===== config.mk =====
export PLATFORM = sky130hd
export DESIGN_NAME = bounded_id_set
export DESIGN_NICKNAME = d
export VERILOG_FILES = /design/src/rtl/bis_pkg.sv /design/src/rtl/bis_dp.sv /design/src/rtl/bis_ctrl.sv /design/src/rtl/bounded_id_set.sv
export VERILOG_INCLUDE_DIRS = /design/src /design/src/rtl
export SDC_FILE = /design/constraint.sdc
export NUM_CORES = 1
export LEC_CHECK = 0
export BUFFER_PORTS_ARGS = -buffer_cell sky130_fd_sc_hd__buf_2
export CORE_ASPECT_RATIO = 0.6
export CORE_MARGIN = 2
export CORE_UTILIZATION = 25
export DETAILED_ROUTE_END_ITERATION = 8
export GPL_TIMING_DRIVEN = 0
export HOLD_SLACK_MARGIN = 0.08
export PLACE_DENSITY = 0.43
export SYNTH_ARGS = -nofsm -noshare
export SYNTH_HDL_FRONTEND = slang
export SYNTH_SLANG_ARGS = --single-unit

===== constraint.sdc =====
create_clock -name clk -period 3.9 [get_ports clk]
set_clock_uncertainty 0.05 [all_clocks]
set_input_delay 0.195 -clock clk [delete_from_list [all_inputs] [get_ports clk]]
set_output_delay 0.195 -clock clk [all_outputs]
set_load 0.1 [all_outputs]

===== src/rtl/bounded_id_set_defines.svh =====
// Assertion helpers for the RTL datapath.
`ifndef BOUNDED_ID_SET_DEFINES_SVH
`define BOUNDED_ID_SET_DEFINES_SVH

// Checked only outside reset.
`define BIS_ASSERT(label, prop, msg) \
  label: assert property (@(posedge clk) disable iff (rst) prop) else $error(msg);

// Checked on every edge, reset included.
`define BIS_ASSERT_ALWAYS(label, prop, msg) \
  label: assert property (@(posedge clk) prop) else $error(msg);

`endif


===== src/rtl/bis_pkg.sv =====
`default_nettype none

package bis_pkg;

  localparam int ID_W  = 32;
  localparam int CNT_W = 6;
  localparam int OP_W  = 2;

  localparam logic [OP_W-1:0] OP_ADD  = 2'd0;
  localparam logic [OP_W-1:0] OP_DEL  = 2'd1;
  localparam logic [OP_W-1:0] OP_FIND = 2'd2;

  // controller -> datapath
  typedef struct packed {
    logic load;
    logic scan;
    logic shift_start;
    logic shift_wr;
    logic append;
    logic remove;
    logic finish;
    logic res_err;
    logic res_present;
  } bis_cmd_t;

  // datapath -> controller
  typedef struct packed {
    logic [OP_W-1:0] op;
    logic            is_null;
    logic            full;
    logic            empty;
    logic            hit;
    logic            exhausted;
    logic            res_free;
  } bis_stat_t;

endpackage

`default_nettype wire


===== src/rtl/bis_dp.sv =====
`default_nettype none

`include "bounded_id_set_defines.svh"

module bis_dp #(
  parameter int CAPACITY = 32
) (
  input  wire logic                       clk,
  input  wire logic                       rst,
  input  wire logic                       cfg_valid,
  input  wire logic [bis_pkg::ID_W-1:0]   cfg_data,
  input  wire logic [bis_pkg::OP_W-1:0]   req_type,
  input  wire logic [bis_pkg::ID_W-1:0]   ident,
  input  wire bis_pkg::bis_cmd_t          cmd,
  output bis_pkg::bis_stat_t              stat,
  output logic                            res_valid,
  input  wire logic                       res_ready,
  output logic                            status_code,
  output logic                            present,
  output logic [bis_pkg::CNT_W-1:0]       entry_count
);

  localparam int AW = (CAPACITY > 1) ? $clog2(CAPACITY) : 1;
  localparam int CW = $clog2(CAPACITY + 1);

  logic [bis_pkg::ID_W-1:0] mem [CAPACITY];

  logic [bis_pkg::ID_W-1:0] null_code;
  logic [bis_pkg::OP_W-1:0] op_q;
  logic [bis_pkg::ID_W-1:0] ident_q;
  logic [CW-1:0]            count;
  logic [CW-1:0]            idx;
  logic [bis_pkg::ID_W-1:0] rd_data;
  logic                     cmp_valid;
  logic [AW-1:0]            cmp_idx;
  logic                     issue;
  logic [AW-1:0]            wr_addr;

  assign issue   = idx < count;
  assign wr_addr = cmp_idx - AW'(1);

  always_ff @(posedge clk) begin
    if (rst) begin
      null_code <= '1;
      count     <= '0;
      cmp_valid <= 1'b0;
      res_valid <= 1'b0;
    end else begin
      if (cfg_valid) begin
        null_code <= cfg_data;
      end
      if (cmd.load || cmd.shift_start) begin
        cmp_valid <= 1'b0;
      end else begin
        cmp_valid <= cmd.scan && issue;
      end
      if (cmd.append) begin
        count <= count + CW'(1);
      end else if (cmd.remove) begin
        count <= count - CW'(1);
      end
      if (cmd.finish) begin
        res_valid <= 1'b1;
      end else if (res_ready) begin
        res_valid <= 1'b0;
      end
    end
  end

  always_ff @(posedge clk) begin
    if (cmd.load) begin
      op_q    <= req_type;
      ident_q <= ident;
      idx     <= '0;
    end else if (cmd.shift_start) begin
      idx <= CW'(cmp_idx) + CW'(1);
    end else if (cmd.scan && issue) begin
      idx     <= idx + CW'(1);
      cmp_idx <= idx[AW-1:0];
    end
    if (cmd.finish) begin
      status_code <= cmd.res_err;
      present     <= cmd.res_present;
      entry_count <= bis_pkg::CNT_W'(count);
    end
  end

  // single write port: append at the tail, or move an entry down one place
  always_ff @(posedge clk) begin
    if (cmd.scan && issue) begin
      rd_data <= mem[idx[AW-1:0]];
    end
    if (cmd.append) begin
      mem[count[AW-1:0]] <= ident_q;
    end else if (cmd.shift_wr && cmp_valid) begin
      mem[wr_addr] <= rd_data;
    end
  end

  always_comb begin
    stat.op        = op_q;
    stat.is_null   = ident_q == null_code;
    stat.full      = count == CW'(CAPACITY);
    stat.empty     = count == '0;
    stat.hit       = cmp_valid && (rd_data == ident_q);
    stat.exhausted = !cmp_valid && !issue;
    stat.res_free  = !res_valid || res_ready;
  end

  `BIS_ASSERT_ALWAYS(a_reset_clears, rst |=> (count == '0 && !res_valid), "reset left state behind")
  `BIS_ASSERT(a_count_bound, count <= CW'(CAPACITY), "count above capacity")
  `BIS_ASSERT(a_append_room, cmd.append |-> count < CW'(CAPACITY), "append into a full list")
  `BIS_ASSERT(a_remove_nonempty, cmd.remove |-> count != '0, "remove from an empty list")
  `BIS_ASSERT(a_finish_free, cmd.finish |-> (!res_valid || res_ready), "result overwritten")
  `BIS_ASSERT(a_shift_in_range, (cmd.shift_wr && cmp_valid) |-> (CW'(cmp_idx) < count && cmp_idx != '0), "shift outside list")

endmodule

`default_nettype wire


===== src/rtl/bis_ctrl.sv =====
`default_nettype none

module bis_ctrl (
  input  wire logic                clk,
  input  wire logic                rst,
  input  wire logic                req_valid,
  output logic                     req_ready,
  input  wire bis_pkg::bis_stat_t  stat,
  output bis_pkg::bis_cmd_t        cmd
);

  typedef enum logic [2:0] {
    S_IDLE,
    S_CHECK,
    S_SCAN,
    S_SHIFT,
    S_DONE
  } state_t;

  state_t state;
  logic   res_err;
  logic   res_present;

  assign req_ready = state == S_IDLE;

  always_comb begin
    cmd             = '0;
    cmd.res_err     = res_err;
    cmd.res_present = res_present;
    case (state)
      S_IDLE: begin
        cmd.load = req_valid;
      end
      S_SCAN: begin
        if (stat.hit) begin
          cmd.shift_start = stat.op == bis_pkg::OP_DEL;
        end else begin
          cmd.scan   = 1'b1;
          cmd.append = stat.exhausted && (stat.op == bis_pkg::OP_ADD);
        end
      end
      S_SHIFT: begin
        cmd.scan     = 1'b1;
        cmd.shift_wr = 1'b1;
        cmd.remove   = stat.exhausted;
      end
      S_DONE: begin
        cmd.finish = stat.res_free;
      end
      default: begin
        cmd.load = 1'b0;
      end
    endcase
  end

  always_ff @(posedge clk) begin
    if (rst) begin
      state       <= S_IDLE;
      res_err     <= 1'b0;
      res_present <= 1'b0;
    end else begin
      case (state)
        S_IDLE: begin
          if (req_valid) begin
            state <= S_CHECK;
          end
        end
        S_CHECK: begin
          res_present <= 1'b0;
          res_err     <= 1'b0;
          case (stat.op)
            bis_pkg::OP_ADD: begin
              if (stat.is_null || stat.full) begin
                res_err <= 1'b1;
                state   <= S_DONE;
              end else begin
                state <= S_SCAN;
              end
            end
            bis_pkg::OP_DEL: begin
              if (stat.is_null || stat.empty) begin
                res_err <= 1'b1;
                state   <= S_DONE;
              end else begin
                state <= S_SCAN;
              end
            end
            bis_pkg::OP_FIND: begin
              state <= stat.is_null ? S_DONE : S_SCAN;
            end
            default: begin
              res_err <= 1'b1;
              state   <= S_DONE;
            end
          endcase
        end
        S_SCAN: begin
          if (stat.hit) begin
            case (stat.op)
              bis_pkg::OP_ADD: begin
                res_err <= 1'b1;
                state   <= S_DONE;
              end
              bis_pkg::OP_DEL: begin
                state <= S_SHIFT;
              end
              default: begin
                res_present <= 1'b1;
                state       <= S_DONE;
              end
            endcase
          end else if (stat.exhausted) begin
            // a delete that misses is an error; add appends, find reports absent
            res_err <= stat.op == bis_pkg::OP_DEL;
            state   <= S_DONE;
          end
        end
        S_SHIFT: begin
          if (stat.exhausted) begin
            state <= S_DONE;
          end
        end
        S_DONE: begin
          if (stat.res_free) begin
            state <= S_IDLE;
          end
        end
        default: begin
          state <= S_IDLE;
        end
      endcase
    end
  end

endmodule

`default_nettype wire


===== src/rtl/bounded_id_set.sv =====
// Packed, insertion-ordered set of up to CAPACITY distinct 32-bit ids with a
// running count. Each request adds, deletes or finds one id and returns one
// result carrying status, membership (find only) and the count afterwards.
// The list sits in a memory with one read and one write port, read one entry
// per cycle. A request settled at the check (null id, add to a full list,
// delete from an empty one, unused operation code) goes straight to its
// result. An add or find walks the held entries one a cycle and stops at a
// match. A delete walks to the match, then moves the later entries down one
// a cycle. A result not yet taken holds the block until the output register
// frees. Requests are handled one at a time; the next is taken as soon as
// the result is in the output register. The null id code register may be
// written at any time the block is idle and is always ready. No clearing
// pass follows reset: slots beyond the count are never read.
`default_nettype none

module bounded_id_set #(
  parameter int CAPACITY = 32
) (
  input  wire logic                      clk,
  input  wire logic                      rst,
  input  wire logic                      cfg_valid,
  output logic                           cfg_ready,
  input  wire logic [bis_pkg::ID_W-1:0]  cfg_data,
  input  wire logic                      req_valid,
  output logic                           req_ready,
  input  wire logic [bis_pkg::OP_W-1:0]  req_type,
  input  wire logic [bis_pkg::ID_W-1:0]  ident,
  output logic                           res_valid,
  input  wire logic                      res_ready,
  output logic                           status_code,
  output logic                           present,
  output logic [bis_pkg::CNT_W-1:0]      entry_count
);

  bis_pkg::bis_cmd_t  cmd;
  bis_pkg::bis_stat_t stat;

  assign cfg_ready = 1'b1;

  bis_ctrl u_ctrl (
    .clk       (clk),
    .rst       (rst),
    .req_valid (req_valid),
    .req_ready (req_ready),
    .stat      (stat),
    .cmd       (cmd)
  );

  bis_dp #(
    .CAPACITY (CAPACITY)
  ) u_dp (
    .clk         (clk),
    .rst         (rst),
    .cfg_valid   (cfg_valid),
    .cfg_data    (cfg_data),
    .req_type    (req_type),
    .ident       (ident),
    .cmd         (cmd),
    .stat        (stat),
    .res_valid   (res_valid),
    .res_ready   (res_ready),
    .status_code (status_code),
    .present     (present),
    .entry_count (entry_count)
  );

endmodule

`default_nettype wire


Word level (Yosys, flattened, before mapping)
Memories as Yosys holds them, arrays and structs flattened. A register that Yosys moved wholly into a read port is not among the register bits. Cells that the tools add are included.

Flip-flop bits (word level): 98. RAM bits: 1024. Input bits: 71. Output and inout port bits: 11. Memories: 1.

Memory list: u_dp.mem (depth 32, width 32, read ports 1, clocked after memory_dff 1, wr ports 1, line bis_dp.sv:26) `logic [bis_pkg::ID_W-1:0] mem [CAPACITY];`.

Add/sub/neg operators: 5. $lt $le $gt $ge: 1. Eq/ne operators: 15. Multiplexer cells: 44. Bitwise operators: 2. Reduce and logical (&&, ||, !) cells: 26.

Operators by type and width (number): $eq 32x32->1 (2); $mux 32 (1); $reduce_or 32->1 (1); $mux 1 (24); $mux 3 (8); $mux 6 (4); $pmux 3 s5 (1); $add 6x1->6 const B (2); $pmux 3 s3 (1); $reduce_and 3->1 (3); $reduce_bool 2->1 (4); $add 5x1->6 const B (1); $eq 3x2->1 const B (2); $eq 6x6->1 const B (1); $logic_not 6->1 (1); $lt 6x6->1 (1); $ne 2x2->1 const B (3); $ne 3x2->1 const B (2); $pmux 1 s2 (3); $sub 6x1->6 const B (1); $logic_and 1x1->1 (5); $mux 5 (1); $sub 5x1->5 const B (1); $logic_or 1x1->1 (4); 12 further kinds (16).

Depth between registers and ports, before layout
Gate-level depths: netlist of run 1.

Depth after elaboration: 10. Depth in mapped cells: 14.

Modules after synthesis
From an unflattened synthesis of run 1, not the netlist that was laid out.

Cells, all modules: 2513. Area, all modules: 45616.2 um^2.

By module, submodules not included: bis_dp (times used 1, cells each 2457, area an instance 45195.8 um^2, seq. area each 34042.6 um^2); bis_ctrl (times used 1, cells each 54, area an instance 409.1 um^2, seq. area each 100.1 um^2); bounded_id_set (times used 1, cells each 2, area an instance 11.3 um^2, seq. area each 0.0 um^2).

Worst setup path after synthesis of run 1
Ideal clock, no wire load.

Path kind: reg-to-reg. Start point: register u_ctrl.state[0]. End point: register u_ctrl.state[0]. Library setup time: 0.086 ns. Data arrival time: 4.005 ns. Required time: 3.764 ns. Slack: -0.240 ns. Cell stages (with the launch flop): 6. Buffers on the path: 0. Period minus slack after synthesis: 4.140 ns. Cell sequence: dfxtp_1 nor3_1 nand2_1 inv_1 a21oi_1 a211oi_1.

Longest elaborated chain between the ends: 3. Elaborated cells between the ends (all ways): 11.

Ends and longest elaborated chain: start, declared (line bis_ctrl.sv:20) `state_t state;`; start signal, assigned (line bis_ctrl.sv:89) `state <= stat.is_null ? S_DONE : S_SCAN;`; $logic_not 3->1 *; via req_ready (line bounded_id_set.sv:25) `output logic req_ready,`; $ne 2x2->1 (no line); $reduce_and 2->1 (no line).

Mark *: on every way through the listed nets, which the timed path passes. The rest lies on a longest branch. A chain may end at the register's enable or synchronous reset.

Worst setup path after layout of run 1
Start point: register u_dp.idx[1]. End point: register u_dp.rd_data[8] (netlist bit), read port of u_dp.mem, data pin.

Longest elaborated chain between the ends: 2.

Ends and longest elaborated chain: start, declared (line bis_dp.sv:32) `logic [CW-1:0] idx;`; start signal, assigned (line bis_dp.sv:76) `idx <= CW'(cmp_idx) + CW'(1);`; start signal, assigned (line bis_dp.sv:78) `idx <= idx + CW'(1);`; $lt 6x6->1 (line bis_dp.sv:39) `assign issue = idx < count;`; $logic_and 1x1->1 (line bis_dp.sv:90) `if (cmd.scan && issue) begin`; end, declared (line bis_dp.sv:33) `logic [bis_pkg::ID_W-1:0] rd_data;`.

Parallel ways exist; a longest one is shown, timed or not.

==> out/qor.yml, run 1 <==
outcome:
  status: "completed"
power:
  seqPwrFrac_pct: 53.8
  pwr-share-comb_pct: 3.3
  leakagePower_uw: 0.0165
  power_frac_clock_pct: 42.8
  swShare_pct: 21.4
  ir_drop_uv: 374
  p_int_uw: 20200
  p_sw_uw: 5500
  power_density_nw_per_um2: 469
  fin_total_pwr_uw: 25700
floorplanning:
  core_area_um2: 179000
  rows: 120
  fp.dieH_um: 333
  die_w_um: 552
  die_area_um2: 184000
  initial_core_util_pct: 25.2
  boundaryPins: 82
clock_tree:
  cts_max_path_buffers: 3
  root_buffer: "clkbuf_16"
  cts_made_buffers: 114
  clk_pin_slew_ps: 70
  clk_latency_ps: 720
  clkSinkCount: 1154
  htree_levels: 3
  cts_tree: "built"
timing:
  slew_headroom_pct: 6.02
  slew_violations: 0
  worst_pin_slew_ps: 1410
  whs_ps: 134
  grt_setup_unrepaired: "false"
  period_share_pct: 98.8
  fmax_ghz: 0.260
  hold_violations: 0
  min_period_ps: 3850
  final-setup-viol-count: 0
  tns_ps: 0
global_routing:
  grt_pass1_wl_um: 186000
  grt_max_degree: 33
  overflow: 0
  first_global_vias: 23000
  grt_usage_pct: 14.6
  antenna_found_initial: 4
yosys:
  ys_seq_area_share_pct: 75.8
  ys.flop_type: "edfxtp_1"
  syn_area_um2: 45000
  synth_top_cell_area_share_pct: 73.5
  yosysWarningCount: 0
  synth.avg_cell_area_um2: 22.3
  ys_async_sr_fraction_pct: 0
  synth_compound_area_share_pct: 1.31
  synth_area_leaders: "edfxtp_1, mux4_2, dfxtp_1"
  netlist_instances: 2021
  ys_types: 61
  synth_seq_cells: 1154
  synth-adder-area-share_pct: 0.350
  synth_top_family_by_area: "multiplexers"
  synth_nets: 2104
  yosysTopAreaCell: "edfxtp_1"
  synth_simple_gate_area_share_pct: 2.31
  synth-edff-count: 1103
  muxShareOfSynthArea_pct: 17.7
  synth_xor_area_share_pct: 1.54
critical_path:
  cp_max_fo: 10
  cp-end-kind: "flip-flop"
  crit_path_start: "u_dp.idx[1]"
  crit_arrival_ps: 4250
  r2r_slack_ps: 50
  criticalPathCategory: "reg2reg"
  regToRegStartpoint: "u_dp.idx[1]"
  worstSetupEndpoint: "u_dp.rd_data[8]"
  r2r_cells: 6
  startpoint_type: "flip-flop"
  required_ps: 4300
  r2r_end: "u_dp.rd_data[8]"
detailed_routing:
  postRouteAntennaNets: 0
  first_pass_iters: 7
  route.detailed.drc: 0
  wl_per_cell_um: 27.7
  vias: 22800
  drt_iter0_drc: 2362
  vias_per_cell: 4.70
  wirelength_um: 134000
final_layout:
  nFillCells: 17100
  diodes: 0
  final_nets: 2457
  area_delta_synth_final_pct: 21.8
  drive_above_1_share_pct: 33.1
run:
  maxCapViolCount: 0
placed_design:
  gp_congestion: 0.811
  hpwl_um: 93800
  io_buffers: 78
min_path:
  min_path_type: "in2reg"
==> cells in the final DEF, fill, tap and decap left out, types with 6 or more instances in the layout <==
cell type      instances
o21ai_1                6
ha_1                  11
mux4_2               320
edfxtp_1            1103
xnor2_1               63
inv_1                 14
clkbuf_1              62
buf_4                 16
buf_12                48
a211o_1               32
clkinv_1              20
dfxtp_1               51
clkbuf_16            116
nand3_1                7
xor2_1                16
a21oi_1               12
nor2_4                33
clkbuf_2              32
nor2b_1               35
nand4_1               16
nor4_1                 8
nor3_1                 8
buf_16                21
dlygate4sd3_1         76
buf_1                  6
mux2_2                64
nor2_1                24
buf_2                 88
o21ai_0                6
bufinv_16             10
clkinv_2              27
nand2_1               29
==> flip-flops by register name, summed over array words and instances (netlist names) <==
signal              flops
u_dp.status_code        1
u_dp.cmp_valid          1
u_dp.entry_count        6
u_dp.null_code         32
u_dp.res_valid          1
u_ctrl.res_present      1
u_dp.ident_q           32
u_dp.mem             1024
u_ctrl.state            3
u_dp.idx                6
u_dp.present            1
u_dp.rd_data           32
u_ctrl.res_err          1
u_dp.op_q               2
u_dp.count              6
u_dp.cmp_idx            5
==> power groups by stage <==
stage,clock (uW),sequential [uW],combinational [uW]
2_1_floorplan,0,14100,455
3_3_place_gp,0,14100,761
3_5_place_dp,0,14100,811
4_1_cts,11300,13800,877
5_1_grt,11800,13800,944
6_report,11000,13800,861
==> metrics by stage <==
stage,setup slack [ps],cells,area (um^2),utilization [%]
4_1_cts,10.0,4832,54600,30.6
2_1_floorplan,91.7,2021,45000,-
3_5_place_dp,-846,4531,49900,27.9
3_3_place_gp,-3240,4478,48400,27.1
5_1_grt,4.84,4847,54900,30.7
6_report,48.1,4847,54900,30.7
==> metal layers <==
metal	routed length [um]	track usage [%]	share of wire [%]	vias to the layer above
met4	4070	4.23	3.0	0
met2	59100	21.7	44	860
met5	0	0	0	-
li1	-	-	-	9207
met1	62800	21.6	47	12500
met3	8460	2.57	6.3	195
==> kinds of logic after synthesis <==
| group | after synthesis |
|---|---|
| AO/OA/AOI/OAI | 81 |
| XOR/XNOR | 79 |
| adder cells (fa/ha/maj) | 12 |
| buffers and inverters | 115 |
| flip-flops | 1154 |
| multiplexers | 389 |
| other | 1 |
| AND/OR/NAND/NOR | 190 |
==> what timing repair did <==
action | in CTS | in global routing
gates cloned | 0 | 0
endpoints found under the hold margin | 72 | 0
pin swaps | 14 | 9
hold buffers | 76 | 0
buffers inserted | 17 | 15
resized for setup | 38 | 1
setup endpoints to repair | 754 | 172
==> cells in the mapped netlist (2+ instances only) <==
cell / number
edfxtp_1: 1103
a211o_1: 32
clkbuf_1: 77
xor2_1: 16
nand4_1: 16
o21ai_1: 6
inv_1: 15
xnor2_1: 63
o21a_1: 3
buf_2: 4
nor3_1: 9
dfxtp_1: 51
nor2b_1: 35
o21ai_0: 6
buf_1: 17
nor2_1: 56
nand2b_1: 5
or4_1: 2
a21o_1: 4
a21oi_1: 13
ha_1: 11
nand3_1: 7
mux4_2: 320
a211oi_1: 3
nand4b_1: 3
a31oi_1: 5
nor4_1: 8
mux2_2: 64
nor3b_1: 2
nand2_1: 29
mux2i_1: 5
nor2_2: 2
==> how the worst min path moves through the flow <==
stage,startpoint,to,slack (ps),depth (start not counted)
after floorplan,ident[0],u_dp.ident_q[0],240,0
after global placement,ident[5],u_dp.ident_q[5],320,1
after detailed placement,ident[21],u_dp.ident_q[21],320,1
after CTS,ident[2],u_dp.ident_q[2],80,2
after global routing,ident[1],u_dp.ident_q[1],100,2
final,ident[2],u_dp.ident_q[2],130,2
==> critical path: stages (launching register included) <==
cell	delay, ps
dfxtp_1	490
clkbuf_1	490
buf_2	580
clkbuf_2	600
mux4_2	390
mux4_2	570
mux2_2	360
==> area by class of cell <==
class                           count  area, um^2  share of cell area [%]
Timing Repair Buffer              239        2820                    5.14
Sequential cell                  1154       34100                    62.2
Clock buffer                      139        3040                    5.54
Buffer                             97         450                   0.821
Multi-Input combinational cell    752       10700                    19.6
Clock inverter                     71         637                    1.16
Tap cell                         2379        2980                    5.43
Inverter                           16        60.1                   0.109
Power figures use the tool's default switching activity.
==> run 2: changes to the inputs <==
--- a/config.mk
+++ b/config.mk
@@ -13,7 +13,8 @@
 export DETAILED_ROUTE_END_ITERATION = 8
 export GPL_TIMING_DRIVEN = 0
 export HOLD_SLACK_MARGIN = 0.08
-export PLACE_DENSITY = 0.43
+export PLACE_DENSITY = 0.42
+export SLEW_MARGIN = 20
 export SYNTH_ARGS = -nofsm -noshare
 export SYNTH_HDL_FRONTEND = slang
 export SYNTH_SLANG_ARGS = --single-unit
==> constraint.sdc (replaced) <==
create_clock -name clk -period 4 [get_ports clk]
set_clock_uncertainty 0.05 [all_clocks]
set_input_delay 0.2 -clock clk [delete_from_list [all_inputs] [get_ports clk]]
set_output_delay 0.2 -clock clk [all_outputs]
set_load 0.1 [all_outputs]
==> run 2 against run 1 <==
Via count fell by 0.17%. Cell count rose by 0.27%. Clock-buffer cell count rose by 18. Critical path depth did not move. Fmax fell by 1.8%. Combinational power rose by 0.6%. Setup slack improved by 31 ps. Sequential share of layout area fell by 0.31 points. Global-route usage rose by 0.29 points. Non-clock buffer count rose by 6. Clock power barely moved. Worst hold slack got worse by 11 ps. Critical path type unchanged. Critical endpoint is now u_dp.rd_data[1].
==> out/qor.yml, run 2 (same netlist as run 1, synthesis figures left out) <==
outcome:
  status: "completed"
floorplanning:
  fp.dieH_um: 333
  die_area_um2: 184000
  initial_core_util_pct: 25.2
  core_area_um2: 179000
  die_w_um: 552
  rows: 120
  boundaryPins: 82
timing:
  fmax_ghz: 0.255
  worst_pin_slew_ps: 1230
  final-setup-viol-count: 0
  period_share_pct: 98.0
  min_period_ps: 3920
  slew_violations: 0
  slew_headroom_pct: 18.0
  hold_violations: 0
  tns_ps: 0
  fin_ws_ps: 79.4
final_layout:
  largest_reg_flops: 1024
  layout_commonest_cell: "edfxtp_1"
  drive_above_1_share_pct: 33.4
  post-route-util_pct: 30.9
  layout_common_cells: "edfxtp_1, mux4_2, clkbuf_16"
  final_nets: 2462
  area_delta_synth_final_pct: 22.4
  top_register: "u_dp.mem"
global_routing:
  grt_max_degree: 33
  grt_pass1_wl_um: 188000
  overflow: 0
  grt_usage_pct: 14.9
  first_global_vias: 23000
  antenna_found_initial: 9
critical_path:
  criticalPathCategory: "reg2reg"
  cp-end-kind: "flip-flop"
  r2r_slack_ps: 80
  required_ps: 4410
  r2r_cells: 6
  cp_max_fo: 10
  startpoint_type: "flip-flop"
  crit_arrival_ps: 4330
clock_tree:
  clkSinkCount: 1154
  cts_tree: "built"
  cts_made_buffers: 113
  cts_max_path_buffers: 3
  root_buffer: "clkbuf_16"
  htree_levels: 3
  clk_latency_ps: 740
  clk_pin_slew_ps: 70
placed_design:
  gp_congestion: 0.815
  hpwl_um: 99000
  dp_slack_ps: -546
  io_buffers: 78
detailed_routing:
  vias_per_cell: 4.68
  wirelength_um: 138000
  vias: 22700
  drt_iter0_drc: 2585
  route.detailed.drc: 0
  wl_per_cell_um: 28.3
  postRouteAntennaNets: 0
  first_pass_iters: 5
power:
  power_frac_clock_pct: 43.3
  p_int_uw: 19900
  leakagePower_uw: 0.0166
  pwr-share-comb_pct: 3.4
  seqPwrFrac_pct: 53.3
  p_sw_uw: 5440
  power_density_nw_per_um2: 459
  swShare_pct: 21.5
  ir_drop_uv: 346
run:
  maxCapViolCount: 0
min_path:
  hold-path-cell-count: 3
  min_path_type: "in2reg"
run 2: stage by stage:
| stage | power [uW] | hold WS (ps) | area (um^2) | std cells |
|---|---|---|---|---|
| floorplan | 14200 | 249 | 45000 | 2021 |
| detailed placement | 14600 | 328 | 50400 | 4546 |
| global placement | 14500 | 331 | 48400 | 4478 |
| CTS | 25600 | 80.3 | 55100 | 4856 |
| finish | 25300 | 123 | 55100 | 4860 |
| global route | 26100 | 110 | 55100 | 4858 |
run 2: final timing paths:
kind                      start                   to
setup / recovery    u_dp.idx[1]      u_dp.rd_data[1]
hold / removal        cfg_valid    u_dp.null_code[3]
setup reg to reg    u_dp.idx[1]      u_dp.rd_data[1]
hold reg to reg   u_dp.count[0]  u_dp.entry_count[0]
run 2: timing repair:
item / CTS / global route
hold buffers: 76 / 0
pin swaps: 14 / 1
gates cloned: 0 / 0
resized for setup: 11 / 12
setup buffers: 21 / 1
setup endpoints to repair: 857 / 19
hold endpoints to repair: 72 / 0
run 2: area by class of cell:
type	count	area, um^2
Sequential cell	1154	34100
Clock inverter	57	619
Buffer	98	450
Tap cell	2379	2980
Clock buffer	157	3130
Antenna cell	3	7.51
Fill cell	17100	124000
Multi-Input combinational cell	752	10700
Inverter	16	60.1
Timing Repair Buffer	244	2990
run 2: routing by layer:
layer | up-vias | wire, um | track usage [%]
li1 | 9229 | - | -
met1 | 12500 | 64400 | 22.1
met2 | 800 | 60800 | 22.0
met3 | 149 | 8730 | 2.92
met4 | 0 | 3640 | 3.97
met5 | - | 0 | 0
run 2: power groups by stage:
stage | clock [uW] | sequential [uW] | combinational [uW]
finish | 10900 | 13500 | 866
global route | 11600 | 13500 | 940
CTS | 11200 | 13500 | 880
detailed placement | 0 | 13700 | 820
global placement | 0 | 13700 | 768
floorplan | 0 | 13700 | 443
run 2: critical path, cell delays in order, from the launching register on:
cell,delay [ps]
dfxtp_1,480
clkbuf_1,570
clkbuf_1,590
buf_2,620
mux4_2,410
mux4_2,580
mux2_2,330
==> run 3: changes to the inputs <==
--- a/config.mk
+++ b/config.mk
@@ -14,6 +14,7 @@
 export GPL_TIMING_DRIVEN = 0
 export HOLD_SLACK_MARGIN = 0.08
 export PLACE_DENSITY = 0.42
+export RECOVER_POWER = 25
 export SLEW_MARGIN = 20
 export SYNTH_ARGS = -nofsm -noshare
 export SYNTH_HDL_FRONTEND = slang
==> constraint.sdc (replaced) <==
create_clock -name clk -period 4.2 [get_ports clk]
set_clock_uncertainty 0.05 [all_clocks]
set_input_delay 0.21 -clock clk [delete_from_list [all_inputs] [get_ports clk]]
set_output_delay 0.21 -clock clk [all_outputs]
set_load 0.1 [all_outputs]
==> run 3 against run 2 <==
The run now ends with max-capacitance violations, max-slew violations left. Critical path depth increased by 6. First-iteration DRC count decreased by 9.6%. Worst hold slack improved by 3.6 ps. Via count decreased by 0.73%. Power decreased by 5.9%. Routed wire length increased by 0.50%.
==> out/qor.yml, run 3 (same netlist as run 1, synthesis figures left out) <==
outcome:
  status: "finished, violations left"
  violations: "max-capacitance violations, max-slew violations"
floorplanning:
  rows: 120
  die_area_um2: 184000
  boundaryPins: 82
  core_area_um2: 179000
  fp.dieH_um: 333
  initial_core_util_pct: 25.2
  die_w_um: 552
run:
  maxCapViolCount: 1
placed_design:
  postPlaceCellArea_um2: 50300
  gp_congestion: 0.783
  io_buffers: 78
  place_inst: 4546
  hpwl_um: 97500
min_path:
  min_path_type: "in2reg"
  hold_start: "cfg_valid"
  hold-path-cell-count: 3
  hold_end: "u_dp.null_code[3]"
timing:
  final-setup-viol-count: 0
  period_share_pct: 96.5
  hold_violations: 0
  grt_setup_unrepaired: "false"
  slew_headroom_pct: -20.5
  worst_pin_slew_ps: 1810
  slew_violations: 25
  min_period_ps: 4050
  fmax_ghz: 0.247
  whs_ps: 127
final_layout:
  ff_latch_area_um2: 34100
  multi_input_area_um2: 10700
  design_area_um2: 55000
  drive_above_1_share_pct: 31.5
  layout_common_cells: "edfxtp_1, mux4_2, clkbuf_16"
  fin_cells: 4853
  final_nets: 2464
  area_delta_synth_final_pct: 22.0
  top_register: "u_dp.mem"
  layout_commonest_cell: "edfxtp_1"
  nFillCells: 17100
  largest_reg_flops: 1024
global_routing:
  antenna_found_initial: 7
  grt_max_degree: 33
  overflow: 0
  grt_pass1_wl_um: 189000
  first_global_vias: 23300
  grt_usage_pct: 15.0
detailed_routing:
  drt-met1-wl_um: 65200
  wirelength_um: 138000
  route.detailed.drc: 0
  first_pass_iters: 7
  vias: 22600
  wl_per_cell_um: 28.5
  vias_per_cell: 4.65
  dr.max_layer_used: "met4"
  postRouteAntennaNets: 0
  route.met2.wl_um: 61200
  drt_iter0_drc: 2336
  dr_wl_met3_um: 8060
critical_path:
  cp-end-kind: "flip-flop"
  r2r_slack_ps: 150
  startpoint_type: "flip-flop"
  r2r_end: "u_dp.idx[4]"
  required_ps: 4770
  r2r_cells: 12
  regToRegStartpoint: "u_dp.ident_q[31]"
  crit_arrival_ps: 4620
  cp_max_fo: 10
  criticalPathCategory: "reg2reg"
clock_tree:
  clk_latency_ps: 730
  cts_max_path_buffers: 3
  cts_made_buffers: 114
  clkSinkCount: 1154
  htree_levels: 3
  cts_tree: "built"
  clk_pin_slew_ps: 60
  root_buffer: "clkbuf_16"
power:
  p_sw_uw: 5030
  leakagePower_uw: 0.0165
  p_int_uw: 18800
  power_density_nw_per_um2: 433
  ir_drop_uv: 296
  seqPwrFrac_pct: 54.0
  pwr-share-comb_pct: 3.4
  power_frac_clock_pct: 42.6
  swShare_pct: 21.2
-- run 3: layout make-up --
class                      instances  share of cell area [%]
inverter                          16                   0.109
buffer                            99                   0.806
clock buffer                     154                    5.77
multi-input combinational        752                    19.5
clock inverter                    51                   0.844
timing repair buffer             244                    5.42
tap                             2379                    5.41
antenna                            4                  0.0182
sequential                      1154                    62.1
-- run 3: routing by layer --
metal	global-route usage, %	vias to the layer above
met2	22.6	724
met4	3.91	0
met1	22.0	12400
met3	2.84	169
met5	0	-
li1	-	9239
-- run 3: timing repair --
item                                    in CTS  in global routing
hold buffers                                73                  0
endpoints found under the setup margin     309                506
pin swaps                                   14                  1
hold endpoints to repair                    74                  0
gates resized for setup                     11                  8
setup buffers                               23                  2
-- run 3: power by group through the flow --
stage / Clock (uW) / Combinational, uW / Sequential (uW)
floorplan: 0 / 422 / 13100
global placement: 0 / 729 / 13100
detailed placement: 0 / 779 / 13100
CTS: 10400 / 835 / 12800
global route: 10800 / 882 / 12800
finish: 10100 / 812 / 12800
-- run 3: per-stage QoR --
stage	setup slack, ps	setup TNS (ps)	total power [uW]	util (%)
floorplan	59.7	0	13500	-
global placement	-3070	-2887100	13800	27.1
detailed placement	-417	-26570	13900	28.2
CTS	-26.2	-46.0	24100	30.8
global route	4.21	0	24500	30.8
finish	147	0	23800	30.8
-- run 3: worst max path at each step --
| stage | start | endpoint | cells past startpoint |
|---|---|---|---|
| after global routing | u_dp.idx[0] | u_dp.rd_data[20] | 6 |
| after global placement | u_dp.idx[0] | u_dp.mem[28][16] | 8 |
| final | u_dp.ident_q[31] | u_dp.idx[4] | 12 |
| after detailed placement | u_dp.idx[1] | u_dp.rd_data[20] | 6 |
| after floorplan | u_ctrl.state[0] | u_ctrl.state[0] | 5 |
| after CTS | u_dp.idx[0] | u_dp.rd_data[20] | 6 |
-- run 3: critical path, cell delays in order (launching register included) --
cell	delay (ps)
edfxtp_1	520
xor2_1	280
or4_1	570
nor4_1	360
nand4_1	440
or3_1	440
buf_2	200
o21ai_1	160
ha_1	260
nand2_1	80
nor4_1	280
xnor2_1	190
a21oi_1	100
